[src/design/drrip_pkg.sv]
`default_nettype none
// ----------------------------------------------------------------------------
// drrip_pkg
// Shared types, constants and the LFSR helper function of the DRRIP replacement core.
// ----------------------------------------------------------------------------
package drrip_pkg;

    // Default geometry of the cache that the core serves.
    localparam int NUM_SETS_DEF           = 2048;
    localparam int NUM_WAYS_DEF           = 16;
    localparam int LEADERS_PER_POLICY_DEF = 64;
    localparam int SELECTOR_BITS_DEF      = 10;

    // Fixed field widths of the transaction ports.
    localparam int SET_IDX_W = 11;
    localparam int WAY_IDX_W = 4;
    localparam int NIBBLE_W  = 4;
    localparam int RRPV_W    = 2;
    localparam int LFSR_W    = 16;
    localparam int BIMODAL_W = 4;

    // Per-line history word: last nibble on top of the two newest deltas.
    localparam int HIST_W      = 2 * NIBBLE_W;
    localparam int LINE_DATA_W = NIBBLE_W + HIST_W;

    // Operation codes.
    localparam logic OP_QUERY  = 1'b0;
    localparam logic OP_UPDATE = 1'b1;

    // Re-reference values.
    localparam logic [RRPV_W-1:0] RRPV_HIT    = 2'd0;
    localparam logic [RRPV_W-1:0] RRPV_INSERT = 2'd2;
    localparam logic [RRPV_W-1:0] RRPV_MAX    = 2'd3;
    localparam logic [RRPV_W-1:0] RRPV_RESET  = 2'd2;

    localparam logic [LFSR_W-1:0] LFSR_SEED = 16'd1;

    // Configuration port.
    localparam int                    APB_DATA_W        = 32;
    localparam int                    PADDR_W           = 3;
    localparam logic                  REG_BIMODAL_LOG2  = 1'b0;
    localparam logic [BIMODAL_W-1:0]  BIMODAL_LOG2_RST  = 4'd5;

    // Controller states.
    typedef enum logic [1:0] {
        ST_CLEAR,
        ST_IDLE,
        ST_EXEC
    } ctrl_state_t;

    // Commands from the controller to the datapath.
    typedef struct packed {
        logic clear_en;
        logic addr_from_port;
        logic capture;
        logic commit;
    } dp_cmd_t;

    // Status from the datapath to the controller.
    typedef struct packed {
        logic clear_last;
        logic is_query;
        logic out_blocked;
    } dp_status_t;

    // Fibonacci LFSR, taps 16, 14, 13 and 11, shifting right.
    function automatic logic [LFSR_W-1:0] lfsr_step(input logic [LFSR_W-1:0] v);
        logic fb;
        fb = v[0] ^ v[2] ^ v[3] ^ v[5];
        return {fb, v[LFSR_W-1:1]};
    endfunction

endpackage
`default_nettype wire

[src/design/drrip_ctrl.sv]
`default_nettype none
// ----------------------------------------------------------------------------
// drrip_ctrl
// Controller: clearing pass after reset, then accept and execute one
// transaction at a time.
// ----------------------------------------------------------------------------
module drrip_ctrl (
    input  wire logic                   aclk,
    input  wire logic                   aresetn,
    input  wire logic                   s_valid,
    output logic                        s_ready,
    input  wire drrip_pkg::dp_status_t  status,
    output drrip_pkg::dp_cmd_t          cmd
);

    import drrip_pkg::*;

    ctrl_state_t state_reg, state_next;

    // State register.
    always_ff @(posedge aclk) begin
        if (!aresetn) begin
            state_reg <= ST_CLEAR;
        end else begin
            state_reg <= state_next;
        end
    end

    // Next state and commands.
    always_comb begin
        state_next         = state_reg;
        s_ready            = 1'b0;
        cmd.clear_en       = 1'b0;
        cmd.addr_from_port = 1'b0;
        cmd.capture        = 1'b0;
        cmd.commit         = 1'b0;
        case (state_reg)
            ST_CLEAR: begin
                cmd.clear_en = 1'b1;
                if (status.clear_last) begin
                    state_next = ST_IDLE;
                end
            end
            ST_IDLE: begin
                s_ready            = 1'b1;
                cmd.addr_from_port = 1'b1;
                cmd.capture        = s_valid;
                if (s_valid) begin
                    state_next = ST_EXEC;
                end
            end
            ST_EXEC: begin
                // A query waits while the previous result is still pending.
                cmd.commit = !(status.is_query && status.out_blocked);
                if (cmd.commit) begin
                    state_next = ST_IDLE;
                end
            end
            default: begin
                state_next = ST_CLEAR;
            end
        endcase
    end

`ifndef SYNTHESIS
    // An accepted transaction enters execute in the following cycle.
    a_capture_exec: assert property (@(posedge aclk) disable iff (!aresetn)
        cmd.capture |=> state_reg == ST_EXEC)
        else $error("accepted transaction did not move to execute");

    // After a commit the controller is ready again.
    a_commit_idle: assert property (@(posedge aclk) disable iff (!aresetn)
        cmd.commit |=> s_ready)
        else $error("controller not ready after commit");

    // A query never overwrites a result that is still waiting.
    a_no_overwrite: assert property (@(posedge aclk) disable iff (!aresetn)
        (cmd.commit && status.is_query) |-> !status.out_blocked)
        else $error("query committed over a pending result");

    // Memory writes of the clearing pass and of a transaction never overlap.
    a_clear_excl: assert property (@(posedge aclk) disable iff (!aresetn)
        cmd.clear_en |-> !(cmd.commit || cmd.capture || s_ready))
        else $error("transaction activity during clearing pass");
`endif

endmodule
`default_nettype wire

[config.mk]
export PLATFORM = sky130hd
export DESIGN_NAME = drrip_ctrl
export DESIGN_NICKNAME = d
export VERILOG_FILES = /design/src/design/drrip_pkg.sv /design/src/design/drrip_ctrl.sv
export SDC_FILE = /design/constraint.sdc
export NUM_CORES = 1
export LEC_CHECK = 0
export ABC_AREA = 0
export BUFFER_PORTS_ARGS = -buffer_cell sky130_fd_sc_hd__buf_2
export CAP_MARGIN = 0
export CELL_PAD_IN_SITES_DETAIL_PLACEMENT = 2
export CELL_PAD_IN_SITES_GLOBAL_PLACEMENT = 2
export CORE_AREA = 2 2 39 41
export DETAILED_ROUTE_END_ITERATION = 8
export DIE_AREA = 0 0 41 43
export MAX_ROUTING_LAYER = met4
export PLACE_DENSITY = 0.48
export REMOVE_ABC_BUFFERS = 1
export SLEW_MARGIN = 0
export SYNTH_ARGS = -nofsm -noshare
export SYNTH_HDL_FRONTEND = slang
export SYNTH_SLANG_ARGS = --single-unit
[constraint.sdc]
create_clock -name aclk -period 1.85 [get_ports aclk]
set_clock_uncertainty 0.15 [all_clocks]
set_input_delay 0.185 -clock aclk [delete_from_list [all_inputs] [get_ports aclk]]
set_output_delay 0.185 -clock aclk [all_outputs]
set_load 0.02 [all_outputs]
Word level (Yosys, flattened, before mapping). Index checks and enable logic that the tools add are counted.

Word-level logic and storage cells: 18. Output and inout bits: 5. Input bits: 6. Bits in registers: 2.

Mux-type cells: 8. Equality and inequality tests: 5. Reductions and logical operators: 4.

Operators with widths (number): $mux 2 (4); $ne 2x2->1 const B (3); $pmux 2 s3 (1); $mux 1 (3); $reduce_and 3->1 (1); $eq 2x1->1 const B (1); $eq 2x2->1 const B (1); $logic_not 2->1 (1); $logic_and 1x1->1 (1); $logic_not 1->1 (1).

Longest topological paths before layout.
Depth in word-level cells: 3. Gate-level depth with buffers: 2.

Worst setup path before layout. Ideal clock, no wire load.

Path type: flip-flop to output port. Start: register state_reg[1]. End: output port cmd[2] (netlist name). Required time: 1.515 ns. Path buffers: 1. Setup slack: 0.694 ns. Arrival time: 0.821 ns. Stages on the path, launching flop included: 3. Path through: dfxtp_1 and2b_2 buf_4.

RTL lines: from (decl) (line drrip_ctrl.sv:18) `ctrl_state_t state_reg, state_next;`; from (signal assigned) (line drrip_ctrl.sv:25) `state_reg <= state_next;`; to (decl) (line drrip_ctrl.sv:13) `output drrip_pkg::dp_cmd_t cmd`.

==> key figures <==
Run status
  • Status: complete, no violations

Yosys
  • Post-synth cell types: 13
  • Register area share after synthesis: just under 30%
  • Mapped Area: 139 um2
  • Seq cells post-synth: 2
  • Mapped Cells: 15
  • Avg Inst Size Synth: roughly 9.3 um2
  • Warnings, synthesis: 0

Pwr
  • Total power: roughly 190 uW
  • Sw frac: between 20% and 30%
  • Switching power: 52.1 uW
  • Pint: 137 uW
  • PwrDens: around 850 nW/um2
  • Maximum vdd drop: around 0.0003 V
  • Seq pwr share: between 20 and 30%
  • Clock Power Share: 49.7%
  • P_leak: roughly 0.12 nW
  • Comb power frac: between 20% and 30%

Cells and area
  • Nets: 35
  • N_diodes: 0
  • Share of layout cells above drive strength 1: between 50% and 60%
  • Most common cell after layout, fill and taps aside: buf_2
  • Finished Layout Cells: 43
  • Most frequent cells in the layout: 10 x buf_2, 3 x clkbuf_4, 2 x nor2_1, 2 x dfxtp_1
  • Area growth syn-to-layout: 61.3%
  • Fin util: between 10% and 20%
  • Max reg flops: 2

CTS
  • CTS tree: done
  • Root Driver: clkbuf_4
  • Hold_buf cts: 0
  • Cts repair resizes: 0
  • Clk sinks: 2
  • CTS buffer count: 3
  • CTS max path bufs: 2
  • Setup bufs post-CTS: 0
  • Clock Pin Slew Worst Setup and Hold Paths: 0.03 ns
  • Clk_lat worst skew: approximately 0.22 ns
  • CTS H-tree lvls: 1

Routing
  • Drt pass-1 iters: 1
  • Antenna Nets Post-Route: 0
  • WL per Instance: approximately 9 um
  • DR iter-0 viols: 0
  • Final wirelength: 391 um
  • DR DRC count: 0
  • Routed vias: 166
  • Drt via density: 3.86

Critical path
  • CP Launch Type: flop
  • Worst endpoint data arrival time: 1.05 ns
  • Critical Path RT: around 1.5 ns
  • CP Class: reg -> out
  • Worst Setup End Kind: output pin
  • Worst Path Max Fanout: 7

Die
  • Row count: 14
  • Starting Density: around 10%
  • Die Area: 1760 um2
  • I/O pin cnt: 11
  • Horiz. Die Dim: a little over 40 um
  • CORE AREA: approximately 1400 um2
  • Chip height: ~43 um

Timing
  • Slew @ Worst Pin: roughly 0.22 ns
  • Setup violations, final: 0
  • Fmax: just over 0.7 GHz
  • Fin Setup TNS: 0 ns
  • Slew margin rel.: around 85%
  • RSZ-0062 raised after global routing: no
  • Final Hold Viols: 0
  • Slew Limit Fails: 0
  • Tmin final: ~1.4 ns
  • Fin Hold WS: about 0.053 ns
  • Fin crit share: 74.7%

GRT
  • Initial antenna violation count: 0
  • Pin count of the biggest net entering global routing: 9
  • First-pass GRT wire length: about 640 um
  • Gr ovfl total: 0
  • Number of global-route vias before repair: around 170
  • GRT Total Usage: around 6.0%

Place
  • DP Cell Count: 40
  • IO Port Bufs: 10
  • Gpl congestion: around 0.58

Run
  • Maxcap violations: 0

Min path
  • Worst hold-check path type: in -> reg
[Yosys cell counts]
| master | count | area, um2 |
|---|---|---|
| o41ai_2 | 1 | 16.3 |
| nor2_1 | 2 | 7.51 |
| inv_1 | 1 | 3.75 |
| and2b_2 | 1 | 8.76 |
| dfxtp_1 | 2 | 40.0 |
| o21a_1 | 1 | 7.51 |
| nand4bb_1 | 1 | 11.3 |
| nand2b_1 | 1 | 6.26 |
| and3_1 | 1 | 6.26 |
| and4b_1 | 1 | 10.0 |
| and3b_1 | 1 | 8.76 |
| a21oi_1 | 1 | 5.00 |
| buf_4 | 1 | 7.51 |
[worst max-delay path: stages, from the launching register on]
cell      delay (ns)
dfxtp_1         0.35
nand2b_1        0.16
a21oi_1         0.13
buf_2           0.18
[per-stage QoR]
stage          worst slack, ns  cell area [um2]
4_1_cts                  0.457              224
2_1_floorplan            0.696              131
5_1_grt                  0.394              224
3_5_place_dp             0.698              201
6_report                 0.467              224
3_3_place_gp             0.731              201
[logic make-up after synthesis]
group / after synthesis / share of synthesized area, %
compound gates: 3 / 20.7
simple gates: 8 / 42.4
buf+inv: 2 / 8.11
flops: 2 / 28.8
[cell type report]
cell class | instances | area [um2]
Fill cell | 160 | 1160
Multi-Input combinational cell | 11 | 87.6
Timing Repair Buffer | 10 | 50.0
Sequential cell | 2 | 40.0
Clock buffer | 3 | 22.5
Tap cell | 16 | 20.0
Inverter | 1 | 3.75
[routing by layer]
metal	up-vias	share of wire, %	track usage [%]
met1	72	53	7.99
met4	0	4.9	8.00
met3	2	10	1.57
met2	13	31	5.63
li1	79	-	-
met5	-	0	-
[final timing paths]
path         slack (ns)  cells after the start           end          from
min                0.05                      2  state_reg[1]       aresetn
max reg2reg        0.78                      2  state_reg[1]  state_reg[0]
max                0.47                      3        cmd[0]  state_reg[0]
min reg2reg        0.43                      1  state_reg[0]  state_reg[0]
[power by group through the flow]
stage	clock network, mW	registers (mW)	logic [mW]
finish	0.0941	0.0523	0.0430
global route	0.104	0.0536	0.0478
CTS	0.0995	0.0523	0.0436
detailed placement	0	0.0529	0.0435
global placement	0	0.0523	0.0431
floorplan	0	0.0513	0.0263
Power figures use the tool's default switching activity.
